**src/hw/rtl/ocx_pkg.sv**
```systemverilog
// Shared constants and helpers for the order crossover child block.
// No dependencies.
package ocx_pkg;

    localparam int GENE_W = 7;
    localparam int CUT_W  = 7;
    localparam int CFG_W  = 7;
    localparam int WORD_W = GENE_W + 1;

    localparam logic [CFG_W-1:0] CITY_COUNT_RESET = 7'd64;

    function automatic logic gene_ok(input logic [GENE_W-1:0] g,
                                     input logic [GENE_W-1:0] max_g);
        return (g != '0) && (g <= max_g);
    endfunction

endpackage

```
**src/hw/rtl/ocx_fifo.sv**
```systemverilog
// Small register queue with push/full and pop/empty sides.
// Depends on nothing.
module ocx_fifo #(
    parameter int WIDTH = 8,
    parameter int DEPTH = 2
) (
    input  logic             clk,
    input  logic             rst_n,
    input  logic             push,
    output logic             full,
    input  logic [WIDTH-1:0] wr_data,
    input  logic             pop,
    output logic             empty,
    output logic [WIDTH-1:0] rd_data
);

    localparam int PW    = (DEPTH > 1) ? $clog2(DEPTH) : 1;
    localparam int CNT_W = $clog2(DEPTH + 1);

    logic [WIDTH-1:0] slot_reg [DEPTH];
    logic [PW-1:0]    wr_ptr_reg;
    logic [PW-1:0]    rd_ptr_reg;
    logic [CNT_W-1:0] count_reg;
    logic             push_ok;
    logic             pop_ok;

    assign full    = (count_reg == CNT_W'(DEPTH));
    assign empty   = (count_reg == '0);
    assign push_ok = push && !full;
    assign pop_ok  = pop && !empty;
    assign rd_data = slot_reg[rd_ptr_reg];

    always_ff @(posedge clk or negedge rst_n)
    begin
        if (!rst_n)
        begin
            wr_ptr_reg <= '0;
            rd_ptr_reg <= '0;
            count_reg  <= '0;
        end
        else
        begin
            if (push_ok)
            begin
                wr_ptr_reg <= (wr_ptr_reg == PW'(DEPTH - 1)) ? '0 : wr_ptr_reg + PW'(1);
            end
            if (pop_ok)
            begin
                rd_ptr_reg <= (rd_ptr_reg == PW'(DEPTH - 1)) ? '0 : rd_ptr_reg + PW'(1);
            end
            if (push_ok && !pop_ok)
            begin
                count_reg <= count_reg + CNT_W'(1);
            end
            else if (pop_ok && !push_ok)
            begin
                count_reg <= count_reg - CNT_W'(1);
            end
        end
    end

    always_ff @(posedge clk)
    begin
        if (push_ok)
        begin
            slot_reg[wr_ptr_reg] <= wr_data;
        end
    end

endmodule

```
**src/hw/rtl/ocx_store.sv**
```systemverilog
// Two-bank parent gene stores, one write port and one registered read per store.
// Depends on ocx_pkg.
module ocx_store #(
    parameter int MAX_GENES = 64
) (
    input  logic                      clk,
    input  logic                      wr_en,
    input  logic [$clog2(MAX_GENES):0] wr_addr,
    input  logic [ocx_pkg::GENE_W-1:0] wr_p1,
    input  logic [ocx_pkg::GENE_W-1:0] wr_p2,
    input  logic [$clog2(MAX_GENES):0] rd1_addr,
    input  logic [$clog2(MAX_GENES):0] rd2_addr,
    output logic [ocx_pkg::GENE_W-1:0] p1_rd,
    output logic [ocx_pkg::GENE_W-1:0] p2_rd
);

    localparam int DEPTH = 2 * (2 ** $clog2(MAX_GENES));

    logic [ocx_pkg::GENE_W-1:0] p1_mem [DEPTH];
    logic [ocx_pkg::GENE_W-1:0] p2_mem [DEPTH];

    always_ff @(posedge clk)
    begin
        if (wr_en)
        begin
            p1_mem[wr_addr] <= wr_p1;
        end
        p1_rd <= p1_mem[rd1_addr];
    end

    always_ff @(posedge clk)
    begin
        if (wr_en)
        begin
            p2_mem[wr_addr] <= wr_p2;
        end
        p2_rd <= p2_mem[rd2_addr];
    end

endmodule

```
**src/hw/rtl/ocx_front.sv**
```systemverilog
// Front end: takes parent words, writes the stores, builds the used mask
// and queues one job per pair. Depends on ocx_pkg.
module ocx_front #(
    parameter int MAX_GENES = 64,
    parameter int AW        = $clog2(MAX_GENES),
    parameter int CW        = $clog2(MAX_GENES + 1),
    parameter int JW        = 1 + 3 * CW + MAX_GENES
) (
    input  logic                       clk,
    input  logic                       rst_n,
    input  logic                       cfg_valid,
    output logic                       cfg_ready,
    input  logic [ocx_pkg::CFG_W-1:0]  cfg_data,
    input  logic                       push,
    output logic                       full,
    input  logic [ocx_pkg::GENE_W-1:0] first_parent_gene,
    input  logic [ocx_pkg::GENE_W-1:0] second_parent_gene,
    input  logic [ocx_pkg::CUT_W-1:0]  cut_start,
    input  logic [ocx_pkg::CUT_W-1:0]  cut_end,
    input  logic                       is_final,
    input  logic                       job_full,
    output logic                       job_push,
    output logic [JW-1:0]              job_data,
    output logic                       wr_en,
    output logic [AW:0]                wr_addr,
    output logic [ocx_pkg::GENE_W-1:0] wr_p1,
    output logic [ocx_pkg::GENE_W-1:0] wr_p2
);

    logic [ocx_pkg::CFG_W-1:0] city_count_reg;
    logic [AW-1:0]             load_pos_reg;
    logic [AW-1:0]             load_pos_next;
    logic [ocx_pkg::CUT_W-1:0] seg_low_reg;
    logic [ocx_pkg::CUT_W-1:0] seg_high_reg;
    logic [MAX_GENES-1:0]      mask_reg;
    logic [MAX_GENES-1:0]      mask_next;
    logic                      bank_reg;

    logic                      accept;
    logic [CW-1:0]             limit;
    logic [AW-1:0]             pos;
    logic                      first_pos;
    logic [ocx_pkg::CUT_W-1:0] seg_lo;
    logic [ocx_pkg::CUT_W-1:0] seg_hi;
    logic                      in_seg;
    logic [MAX_GENES-1:0]      mask_upd;
    logic [CW-1:0]             n;
    logic                      done;
    logic [CW-1:0]             lo_clamp;
    logic [CW-1:0]             hi_clamp;

    assign cfg_ready = 1'b1;
    assign full      = job_full;
    assign accept    = push && !full;

    always_comb
    begin
        if (city_count_reg == '0)
        begin
            limit = CW'(1);
        end
        else if (city_count_reg > ocx_pkg::CFG_W'(MAX_GENES))
        begin
            limit = CW'(MAX_GENES);
        end
        else
        begin
            limit = CW'(city_count_reg);
        end
    end

    always_comb
    begin
        if (CW'(load_pos_reg) >= limit)
        begin
            pos = AW'(limit - CW'(1));
        end
        else
        begin
            pos = load_pos_reg;
        end
    end

    assign first_pos = (pos == '0);
    assign seg_lo = !first_pos ? seg_low_reg :
                    ((cut_start <= cut_end) ? cut_start : cut_end);
    assign seg_hi = !first_pos ? seg_high_reg :
                    ((cut_start <= cut_end) ? cut_end : cut_start);
    assign in_seg = (ocx_pkg::CUT_W'(pos) >= seg_lo) && (ocx_pkg::CUT_W'(pos) < seg_hi);

    always_comb
    begin
        mask_upd = first_pos ? '0 : mask_reg;
        if (in_seg && ocx_pkg::gene_ok(first_parent_gene, ocx_pkg::GENE_W'(MAX_GENES)))
        begin
            mask_upd[AW'(first_parent_gene - ocx_pkg::GENE_W'(1))] = 1'b1;
        end
    end

    assign n        = CW'(pos) + CW'(1);
    assign done     = is_final || (n >= limit);
    assign lo_clamp = (seg_lo < ocx_pkg::CUT_W'(n)) ? CW'(seg_lo) : n;
    assign hi_clamp = (seg_hi < ocx_pkg::CUT_W'(n)) ? CW'(seg_hi) : n;

    assign job_push = accept && done;
    assign job_data = {bank_reg, n, lo_clamp, hi_clamp, mask_upd};

    assign wr_en   = accept;
    assign wr_addr = {bank_reg, pos};
    assign wr_p1   = first_parent_gene;
    assign wr_p2   = second_parent_gene;

    assign load_pos_next = done ? '0 : AW'(n);
    assign mask_next     = done ? '0 : mask_upd;

    always_ff @(posedge clk or negedge rst_n)
    begin
        if (!rst_n)
        begin
            city_count_reg <= ocx_pkg::CITY_COUNT_RESET;
            load_pos_reg   <= '0;
            seg_low_reg    <= '0;
            seg_high_reg   <= '0;
            mask_reg       <= '0;
            bank_reg       <= 1'b0;
        end
        else
        begin
            if (cfg_valid && cfg_ready)
            begin
                city_count_reg <= cfg_data;
            end
            if (accept)
            begin
                load_pos_reg <= load_pos_next;
                seg_low_reg  <= seg_lo;
                seg_high_reg <= seg_hi;
                mask_reg     <= mask_next;
                if (done)
                begin
                    bank_reg <= !bank_reg;
                end
            end
        end
    end

endmodule

```
**src/hw/rtl/ocx_back.sv**
```systemverilog
// Back end: walks one queued job, reads the stores and emits child words.
// Depends on ocx_pkg.
module ocx_back #(
    parameter int MAX_GENES = 64,
    parameter int AW        = $clog2(MAX_GENES),
    parameter int CW        = $clog2(MAX_GENES + 1),
    parameter int JW        = 1 + 3 * CW + MAX_GENES
) (
    input  logic                       clk,
    input  logic                       rst_n,
    input  logic                       job_empty,
    input  logic [JW-1:0]              job_data,
    output logic                       job_pop,
    output logic [AW:0]                rd1_addr,
    output logic [AW:0]                rd2_addr,
    input  logic [ocx_pkg::GENE_W-1:0] p1_rd,
    input  logic [ocx_pkg::GENE_W-1:0] p2_rd,
    input  logic                       out_full,
    output logic                       out_push,
    output logic [ocx_pkg::WORD_W-1:0] out_data
);

    localparam logic ST_IDLE = 1'b0;
    localparam logic ST_RUN  = 1'b1;

    logic                       state_reg;
    logic                       state_next;
    logic [AW-1:0]              k_reg;
    logic [AW-1:0]              k_next;
    logic [CW-1:0]              j_reg;
    logic [CW-1:0]              j_next;

    logic                       bank;
    logic [CW-1:0]              n;
    logic [CW-1:0]              lo;
    logic [CW-1:0]              hi;
    logic [MAX_GENES-1:0]       mask;
    logic                       in_seg;
    logic                       j_done;
    logic                       p2_used;
    logic                       is_last;
    logic                       emit_try;
    logic                       take_p2;
    logic [ocx_pkg::GENE_W-1:0] gene_sel;

    assign bank = job_data[JW-1];
    assign n    = job_data[JW-2 -: CW];
    assign lo   = job_data[JW-2-CW -: CW];
    assign hi   = job_data[JW-2-2*CW -: CW];
    assign mask = job_data[MAX_GENES-1:0];

    assign in_seg  = (CW'(k_reg) >= lo) && (CW'(k_reg) < hi);
    assign j_done  = (j_reg >= n);
    assign p2_used = ocx_pkg::gene_ok(p2_rd, ocx_pkg::GENE_W'(MAX_GENES))
                     && mask[AW'(p2_rd - ocx_pkg::GENE_W'(1))];
    assign is_last = (CW'(k_reg) == n - CW'(1));

    always_comb
    begin
        emit_try = 1'b1;
        take_p2  = 1'b0;
        gene_sel = '0;
        if (in_seg)
        begin
            gene_sel = p1_rd;
        end
        else if (j_done)
        begin
            gene_sel = '0;
        end
        else if (p2_used)
        begin
            emit_try = 1'b0;
        end
        else
        begin
            gene_sel = p2_rd;
            take_p2  = 1'b1;
        end
    end

    always_comb
    begin
        state_next = state_reg;
        k_next     = k_reg;
        j_next     = j_reg;
        out_push   = 1'b0;
        job_pop    = 1'b0;
        unique case (state_reg)
            ST_IDLE:
            begin
                k_next = '0;
                j_next = '0;
                if (!job_empty)
                begin
                    state_next = ST_RUN;
                end
            end
            ST_RUN:
            begin
                if (!emit_try)
                begin
                    // skip a parent-two gene already in the segment
                    j_next = j_reg + CW'(1);
                end
                else if (!out_full)
                begin
                    out_push = 1'b1;
                    k_next   = k_reg + AW'(1);
                    if (take_p2)
                    begin
                        j_next = j_reg + CW'(1);
                    end
                    if (is_last)
                    begin
                        job_pop    = 1'b1;
                        state_next = ST_IDLE;
                    end
                end
            end
            default:
            begin
                state_next = ST_IDLE;
            end
        endcase
    end

    assign out_data = {is_last, gene_sel};
    assign rd1_addr = {bank, k_next};
    assign rd2_addr = {bank, AW'(j_next)};

    always_ff @(posedge clk or negedge rst_n)
    begin
        if (!rst_n)
        begin
            state_reg <= ST_IDLE;
            k_reg     <= '0;
            j_reg     <= '0;
        end
        else
        begin
            state_reg <= state_next;
            k_reg     <= k_next;
            j_reg     <= j_next;
        end
    end

endmodule

```
**src/hw/rtl/order_crossover_child_top.sv**
```systemverilog
// Order crossover child generator: top level.
// Depends on ocx_pkg, ocx_fifo, ocx_store, ocx_front, ocx_back.
//
// Input queue side: one word per parent position (push/full). The first word
// of a pair also carries the two cut points. A pair ends on is_final or when
// city_count words (clamped to 1..MAX_GENES) have been taken. The user must
// write city_count on the cfg channel (cfg_ready is always high) between
// pairs; the block itself does not enforce this.
// Result queue side (empty/pop): one word per child position, child_last on
// the final one. A waiting word holds until popped.
// Loading takes one parent word per cycle while full is low. A finished
// pair becomes a job in a two-entry queue; the back end passes its idle
// state, then emits child words while the result queue has room and skips
// parent-two genes in the segment (single read port on each parent store).
// The first child word waits on the job queue, idle state and store read.
// Parents sit in two banks, so one pair loads while the previous one emits;
// full rises when both banks hold unfinished pairs, which a stalled result
// side causes once the result queue is full and two pairs are queued.
// Reset: control clears, city_count returns to 64, both queues empty.
module order_crossover_child_top #(
    parameter int MAX_GENES = 64
) (
    input  logic                       clk,
    input  logic                       rst_n,
    input  logic                       cfg_valid,
    output logic                       cfg_ready,
    input  logic [ocx_pkg::CFG_W-1:0]  cfg_data,
    input  logic                       push,
    output logic                       full,
    input  logic [ocx_pkg::GENE_W-1:0] first_parent_gene,
    input  logic [ocx_pkg::GENE_W-1:0] second_parent_gene,
    input  logic [ocx_pkg::CUT_W-1:0]  cut_start,
    input  logic [ocx_pkg::CUT_W-1:0]  cut_end,
    input  logic                       is_final,
    output logic                       empty,
    input  logic                       pop,
    output logic [ocx_pkg::GENE_W-1:0] child_gene,
    output logic                       child_last
);

    localparam int AW = $clog2(MAX_GENES);
    localparam int CW = $clog2(MAX_GENES + 1);
    localparam int JW = 1 + 3 * CW + MAX_GENES;

    logic                       job_full;
    logic                       job_push;
    logic [JW-1:0]              job_wr;
    logic                       job_empty;
    logic                       job_pop;
    logic [JW-1:0]              job_rd;
    logic                       wr_en;
    logic [AW:0]                wr_addr;
    logic [ocx_pkg::GENE_W-1:0] wr_p1;
    logic [ocx_pkg::GENE_W-1:0] wr_p2;
    logic [AW:0]                rd1_addr;
    logic [AW:0]                rd2_addr;
    logic [ocx_pkg::GENE_W-1:0] p1_rd;
    logic [ocx_pkg::GENE_W-1:0] p2_rd;
    logic                       out_full;
    logic                       out_push;
    logic [ocx_pkg::WORD_W-1:0] out_wr;
    logic [ocx_pkg::WORD_W-1:0] out_rd;

    ocx_front #(
        .MAX_GENES (MAX_GENES),
        .AW        (AW),
        .CW        (CW),
        .JW        (JW)
    ) u_front (
        .clk                (clk),
        .rst_n              (rst_n),
        .cfg_valid          (cfg_valid),
        .cfg_ready          (cfg_ready),
        .cfg_data           (cfg_data),
        .push               (push),
        .full               (full),
        .first_parent_gene  (first_parent_gene),
        .second_parent_gene (second_parent_gene),
        .cut_start          (cut_start),
        .cut_end            (cut_end),
        .is_final           (is_final),
        .job_full           (job_full),
        .job_push           (job_push),
        .job_data           (job_wr),
        .wr_en              (wr_en),
        .wr_addr            (wr_addr),
        .wr_p1              (wr_p1),
        .wr_p2              (wr_p2)
    );

    ocx_fifo #(
        .WIDTH (JW),
        .DEPTH (2)
    ) u_job_q (
        .clk     (clk),
        .rst_n   (rst_n),
        .push    (job_push),
        .full    (job_full),
        .wr_data (job_wr),
        .pop     (job_pop),
        .empty   (job_empty),
        .rd_data (job_rd)
    );

    ocx_store #(
        .MAX_GENES (MAX_GENES)
    ) u_store (
        .clk      (clk),
        .wr_en    (wr_en),
        .wr_addr  (wr_addr),
        .wr_p1    (wr_p1),
        .wr_p2    (wr_p2),
        .rd1_addr (rd1_addr),
        .rd2_addr (rd2_addr),
        .p1_rd    (p1_rd),
        .p2_rd    (p2_rd)
    );

    ocx_back #(
        .MAX_GENES (MAX_GENES),
        .AW        (AW),
        .CW        (CW),
        .JW        (JW)
    ) u_back (
        .clk       (clk),
        .rst_n     (rst_n),
        .job_empty (job_empty),
        .job_data  (job_rd),
        .job_pop   (job_pop),
        .rd1_addr  (rd1_addr),
        .rd2_addr  (rd2_addr),
        .p1_rd     (p1_rd),
        .p2_rd     (p2_rd),
        .out_full  (out_full),
        .out_push  (out_push),
        .out_data  (out_wr)
    );

    ocx_fifo #(
        .WIDTH (ocx_pkg::WORD_W),
        .DEPTH (2)
    ) u_out_q (
        .clk     (clk),
        .rst_n   (rst_n),
        .push    (out_push),
        .full    (out_full),
        .wr_data (out_wr),
        .pop     (pop),
        .empty   (empty),
        .rd_data (out_rd)
    );

    assign child_last = out_rd[ocx_pkg::WORD_W-1];
    assign child_gene = out_rd[ocx_pkg::GENE_W-1:0];

endmodule

```
**config.mk**
```make
export PLATFORM = sky130hd
export DESIGN_NAME = order_crossover_child_top
export DESIGN_NICKNAME = d
export VERILOG_FILES = /design/src/hw/rtl/ocx_pkg.sv /design/src/hw/rtl/ocx_fifo.sv /design/src/hw/rtl/ocx_store.sv /design/src/hw/rtl/ocx_front.sv /design/src/hw/rtl/ocx_back.sv /design/src/hw/rtl/order_crossover_child_top.sv
export SDC_FILE = /design/constraint.sdc
export NUM_CORES = 2
export LEC_CHECK = 0
export BUFFER_PORTS_ARGS = -buffer_cell sky130_fd_sc_hd__clkbuf_2
export CORE_UTILIZATION = 25
export CTS_BUF_LIST = sky130_fd_sc_hd__clkbuf_8
export CTS_CLUSTER_SIZE = 14
export DETAILED_ROUTE_END_ITERATION = 10
export PLACE_DENSITY = 0.37
export SYNTH_ARGS = -nofsm -noshare
export SYNTH_HDL_FRONTEND = slang
export SYNTH_SLANG_ARGS = --single-unit
```
**constraint.sdc**
```tcl
create_clock -name clk -period 12.5 [get_ports clk]
set_input_delay 3.75 -clock clk [delete_from_list [all_inputs] [get_ports clk]]
set_output_delay 3.75 -clock clk [all_outputs]
set_load 0.01 [all_outputs]
```
Word level (Yosys, flattened, before mapping)
Memory sizes are Yosys's and may differ from the RTL's. A register that Yosys moved wholly into a read port is not among the register bits. Cells that the tools add are included.

Register bits: 114. Latch bits: 0. Memory bits (writable): 1980. Bits in read-only memories: 0. Bits of input ports: 41. Output and inout port bits: 11. Logic and storage cells: 153. Memories kept: 4.

$add $sub $neg: 15. Multiply operators: 0. Div/mod/pow operators: 0. $lt $le $gt $ge: 16. Equal/unequal tests: 5. Shifts and indexed selects: 0. Multiplexer cells: 58. Bitwise logic cells: 2. Reduce and logical (&&, ||, !) cells: 37.

Memory list: u_store.p1_mem (words 128, width 7, read ports 1, clocked after Yosys merged registers in 1, wr ports 1, line ocx_store.sv:19) `logic [ocx_pkg::GENE_W-1:0] p1_mem [DEPTH];`; u_store.p2_mem (words 128, width 7, read ports 1, clocked after Yosys merged registers in 1, wr ports 1, line ocx_store.sv:20) `logic [ocx_pkg::GENE_W-1:0] p2_mem [DEPTH];`; u_job_q.slot_reg (words 2, width 86, read ports 1, clocked after Yosys merged registers in 0, wr ports 1, line ocx_fifo.sv:20) `logic [WIDTH-1:0] slot_reg [DEPTH];`; u_out_q.slot_reg (words 2, width 8, read ports 1, clocked after Yosys merged registers in 0, wr ports 1, line ocx_fifo.sv:20).

Operator list (count): $mux W64 (3); $mux W7 (14); $or A64 B64 Y64 (1); $mux W1 (28); $mux W6 (4); $ge A6 B7 Y1 (3); $sub A6 B1 Y6 const B (3); $logic_and A1 B1 Y1 (17); $ge A7 B7 Y1 (2); $le A7 B7 Y1 const B (2); $lt A6 B7 Y1 (2); $lt A6 B7 Y1 const B (2); $lt A7 B7 Y1 (2); $pmux W7 S2 (1); $reduce_bool A7 Y1 (2); $pmux W6 S2 (1); $logic_not A1 Y1 (9); $mux W2 (4); $add A6 B1 Y7 const B (1); $add A7 B1 Y7 const B (1); $eq A6 B7 Y1 (1); $gt A7 B7 Y1 const B (1); $le A7 B7 Y1 (1); $logic_not A7 Y1 (1); other kinds (17) (27).

Depth between registers and ports, before layout
Word-level depth: 14. Mapped depth: 33. Gate-level depth less buffers: 31.

Modules after synthesis
A second synthesis with hierarchy kept.

Cell total of the unflattened synthesis: 4287. Area total of the unflattened synthesis: 85967.4 um^2.

Modules (own cells, without submodules): ocx_store (times used 1, cells each 2717, area an instance 68823.5 um^2, sequential area each 54091.9 um^2); ocx_front (times used 1, cells each 997, area an instance 7551.0 um^2, sequential area each 2303.5 um^2); ocx_fifo (u_job_q) (times used 1, cells each 287, area an instance 6523.8 um^2, sequential area each 5265.0 um^2); ocx_back (times used 1, cells each 242, area an instance 2287.2 um^2, sequential area each 350.3 um^2); ocx_fifo (u_out_q) (times used 1, cells each 44, area an instance 782.0 um^2, sequential area each 580.6 um^2).

Worst setup path before layout
Ideal clock, no wire load.

Path type: register to register. Start: register u_front.city_count_reg[3] in the netlist's numbering. End: memory u_job_q.slot_reg[0][0] in the netlist's numbering, enable pin. Library setup time: 532 ps. Arrival time: 8498 ps. Data required time: 11968 ps. Setup slack: 3471 ps. Stages on the path, launching flop included: 28. Path buffers: 1. Period minus slack after synthesis: 9029 ps. Cells stage by stage: dfrtp_1 nor3_1 nand2_1 nor2_1 o21ai_0 inv_1 ha_1 nand2b_1 a21o_1 a21o_1 a21o_1 a21o_1 a21o_1 nand3_1 o21a_1 clkbuf_1 clkinv_1 nor3_1 nand2_1 xnor2_1 inv_1 ha_1 o21ai_0 nand2b_1 a21oi_1 o21ai_0 nand2_1 nor2_1.

Cells in the longest elaborated chain, start to end: 12. Elaborated cells on any way between the ends: 14. Classes of those cells: add/sub: 2; order compare: 3; mux: 5; reduce/logical: 4.

Ends and longest elaborated chain: from (decl) (line ocx_front.sv:30) `logic [ocx_pkg::CFG_W-1:0] city_count_reg;`; from (signal assigned) (line ocx_front.sv:120) `city_count_reg <= ocx_pkg::CITY_COUNT_RESET;`; from (signal assigned) (line ocx_front.sv:131) `city_count_reg <= cfg_data;`; $gt A7 B7 Y1 (line ocx_front.sv:62) `else if (city_count_reg > ocx_pkg::CFG_W'(MAX_GENES))`; $mux W7 (line ocx_front.sv:62); $mux W7 * (line ocx_front.sv:58) `if (city_count_reg == '0)`; $sub A6 B1 Y6 or $ge A6 B7 Y1 (tied branches) (line ocx_front.sv:76, ocx_front.sv:74); $mux W6 * (line ocx_front.sv:74) `if (CW'(load_pos_reg) >= limit)`; $add A6 B1 Y7 * (line ocx_front.sv:100) `assign n = CW'(pos) + CW'(1);`; net job_wr[78] (line order_crossover_child_top.sv:47) `logic [JW-1:0] job_wr;`; $ge A7 B7 Y1 * (line ocx_front.sv:101) `assign done = is_final || (n >= limit);`; $logic_or A1 B1 Y1 * (line ocx_front.sv:101); $logic_and A1 B1 Y1 * (line ocx_front.sv:105) `assign job_push = accept && done;`; $logic_and A1 B1 Y1 * (line ocx_fifo.sv:29) `assign push_ok = push && !full;`; $mux W1 * (line ocx_fifo.sv:64) `if (push_ok)`; $mux W1 (implied by the code) * (line ocx_fifo.sv:66) `slot_reg[wr_ptr_reg] <= wr_data;`; to (decl) (line ocx_fifo.sv:20).

The timed path passes the listed nets; every way through them passes the cells marked *.

Worst setup path after layout
Start: register u_front.city_count_reg[3] in the netlist's numbering. End: memory u_job_q.slot_reg[0][8] in the netlist's numbering, enable pin.

Same word-level chain as after synthesis.

==> results.json <==
{
  "hp-class": "flip-flop to flip-flop",
  "cts.root.buffer_cell": "clkbuf_8",
  "cts_resized": 0,
  "synthXorXnorAreaFrac_pct": 0.386,
  "io_pins": 52,
  "synth-simple-area-share_pct": 11.2,
  "via_per_inst": 4.78,
  "register_area_um2": 62600,
  "antenna_found_initial": 23,
  "synth_compound_area_share_pct": 7.05,
  "hold_path_depth": 2,
  "synth_top_family_by_area": "simple AND/OR/NAND/NOR gates",
  "area_growth_syn_to_layout_pct": 15.5,
  "final_common_cell": "edfxtp_1",
  "port_buffers": 50,
  "drc": 0,
  "synth_nets": 6232,
  "holdBufCountCts": 0,
  "cpPeakStageDelay_ns": 0.85,
  "cp.arrival_ns": 9.37,
  "start_util_pct": 25.1,
  "max_clock_freq_ghz": 0.115,
  "firstDrtPassIters": 5,
  "dp_hpwl_um": 186000,
  "crit_top_cell": "a21o_1",
  "synth-edff-count": 1980,
  "period_share_pct": 69.5,
  "fin_setup_tns_ns": 0,
  "die_w_um": 589,
  "drt-initial-drc-count": 4930,
  "cp_num_cells": 27,
  "netlist.top_cell.by_area": "edfxtp_1",
  "async_reset_ff_share_pct": 5.41,
  "fillerInstances": 34800,
  "r2r_end": "u_job_q.slot_reg[0][8]$_DFFE_PP_",
  "hold_viol": 0,
  "run_status": "completed",
  "grt_usage_pct": 17.5,
  "rsz0062_at_grt": "false",
  "hp-start": "u_front.mask_reg[1]$_DFFE_PN0P_",
  "synthMuxAreaShare_pct": 5.43,
  "r2r_slack_ns": 3.81,
  "synth_seq_cells": 2108,
  "final_cell_mix": "edfxtp_1, nand2_1, clkbuf_8, nand3_1, buf_4",
  "ys.flop_type": "edfxtp_1",
  "critical_path_class": "flip-flop to flip-flop",
  "numCtsBuffers": 383,
  "path_clk_slew_ns": 0.06,
  "synth_fa_ha_area_share_pct": 0.987,
  "grt_start_max_net_pins": 148,
  "endpoint_kind": "flip-flop",
  "clk_path_buf_depth": 4,
  "netlist_instances": 6123,
  "finalNetCount": 6548,
  "cp-start-kind": "flip-flop",
  "yosysSeqAreaShare_pct": 72.6,
  "worst-slew-pin-transition_ns": 1.38,
  "synthTopCellsByArea": "edfxtp_1, nand2_1, mux4_2",
  "cp.required_ns": 13.18,
  "slew_headroom_pct": 7.03,
  "drv_cap": 0,
  "slew_violations": 0,
  "drive_gt1_share_pct": 14.6,
  "path_buf_inv": 4,
  "htree_levels": 5,
  "postLayoutCoreUtil_pct": 29.0,
  "yosysUniqueCellTypes": 88,
  "ys_warn_count": 0,
  "die_y_um": 589,
  "wl_per_cell_um": 27.5,
  "yosysTopAreaCellShare_pct": 69.0,
  "routed_wl_um": 311000,
  "vias": 53900,
  "post_cts_buffers": 0,
  "postRouteAntennaNets": 0,
  "grt_first_pass_wirelength_um": 431000,
  "core-area_um2": 343000,
  "grt_pass1_vias": 53600,
  "hold_path_end": "u_front.mask_reg[1]$_DFFE_PN0P_",
  "r2r_cells": 27,
  "multi_input_area_um2": 21900,
  "fin_worst_skew_ns": 0.107,
  "regToRegStartpoint": "u_front.city_count_reg[3]$_DFFE_PN0P_",
  "cpMaxStageDelayCell": "nor3_1",
  "critPathTopFamily": "simple AND/OR/NAND/NOR gates",
  "cts_tree": "built",
  "synth_area_um2": 86200,
  "cp_max_fo": 64,
  "gp_congestion": 0.795,
  "period_needed_ns": 8.69,
  "rows": 215,
  "synth_area_per_cell_um2": 14.1,
  "grt_overflow_total": 0,
  "setup_violations": 0,
  "clk_latency_ns": 1.13,
  "cts.sinks": 2108,
  "dieArea_um2": 347000
}
==> how the worst max path moves through the flow <==
stage,from,slack [ns],to
floorplan,u_front.city_count_reg[3]$_DFFE_PN0P_,3.47,u_job_q.slot_reg[0][0]$_DFFE_PP_
global placement,u_front.city_count_reg[3]$_DFFE_PN0P_,3.77,u_job_q.slot_reg[0][8]$_DFFE_PP_
detailed placement,cut_end[4],3.74,u_job_q.slot_reg[1][8]$_DFFE_PP_
CTS,u_front.city_count_reg[3]$_DFFE_PN0P_,3.72,u_job_q.slot_reg[0][8]$_DFFE_PP_
global route,u_front.city_count_reg[3]$_DFFE_PN0P_,3.00,u_job_q.slot_reg[0][37]$_DFFE_PP_
finish,u_front.city_count_reg[3]$_DFFE_PN0P_,3.81,u_job_q.slot_reg[0][8]$_DFFE_PP_
==> cell usage after synthesis, types with 18 or more instances <==
library cell and instances:
a211oi_1 74, a21o_1 27, nand3_1 391, buf_4 33, a21oi_1 206, dfrtp_1 113, edfxtp_1 1980, mux2_2 25
a221o_1 18, nor3_1 52, buf_1 26, xnor2_1 22, ha_1 68, a22oi_1 30, nand2_1 1380, nor4_1 33
nand4_1 40, a32oi_1 69, o22ai_1 51, mux4_2 131, o21ai_0 189, nor2_1 208, inv_1 52, a31oi_1 111
mux2i_1 142, buf_2 118, clkbuf_1 178, and3_1 92
==> logic make-up after synthesis <==
| logic type | count (synthesis) |
|---|---|
| adder cells (fa/ha/maj) | 68 |
| AND/OR/NAND/NOR | 2260 |
| buffers and inverters | 429 |
| AO/OA/AOI/OAI | 920 |
| flip-flops | 2108 |
| XOR/XNOR | 38 |
| multiplexers | 299 |
| other | 1 |
==> worst reg2reg max path: stages (launching register included) <==
cell and delay, ns:
dfrtp_1 0.43, nor3_1 0.27, nand2_1 0.11, nor2_1 0.10, o21ai_0 0.13, inv_1 0.15, ha_1 0.23, nand2b_1 0.14
a21o_1 0.18, a21o_1 0.17, a21o_1 0.17, a21o_1 0.18, a21o_1 0.22, nand3_1 0.09, o21a_1 0.45, clkinv_1 0.54
nor3_1 0.85, nand2_1 0.14, xnor2_1 0.52, inv_1 0.23, ha_1 0.33, o21ai_0 0.08, nand2b_1 0.08, a21oi_1 0.06
o21ai_0 0.54, nand2_1 0.32, nor2_4 0.64, buf_4 0.85
==> final cells by class <==
class,instances,share of cell area (%)
multi-input cells,3586,22.0
repair buffers,299,2.24
diodes,12,0.0302
clock inverters,284,1.41
inverters,61,0.268
well taps,4557,5.73
clock buffers,390,5.39
flip-flops and latches,2108,62.9
==> stage by stage <==
stage / cell area (um^2) / instances / hold slack, ns / worst slack [ns]
floorplan: 86200 / 6123 / 0.445 / 3.47
global placement: 92700 / 10600 / 0.462 / 3.77
detailed placement: 92700 / 10600 / 0.470 / 3.74
CTS: 99500 / 11300 / 0.485 / 3.72
global route: 99500 / 11300 / 0.498 / 3.00
finish: 99500 / 11300 / 0.478 / 3.81
==> layer usage <==
metal / GRT usage (%) / wire length (um) / share of wire [%]
met5: 0 / 0 / 0
met2: 28.1 / 145000 / 47
met4: 4.27 / 7150 / 2.3
met1: 24.8 / 143000 / 46
met3: 2.62 / 16200 / 5.2
Power is not shown: default switching activity piles up to over one toggle a cycle in this logic, so the estimate is an artifact.
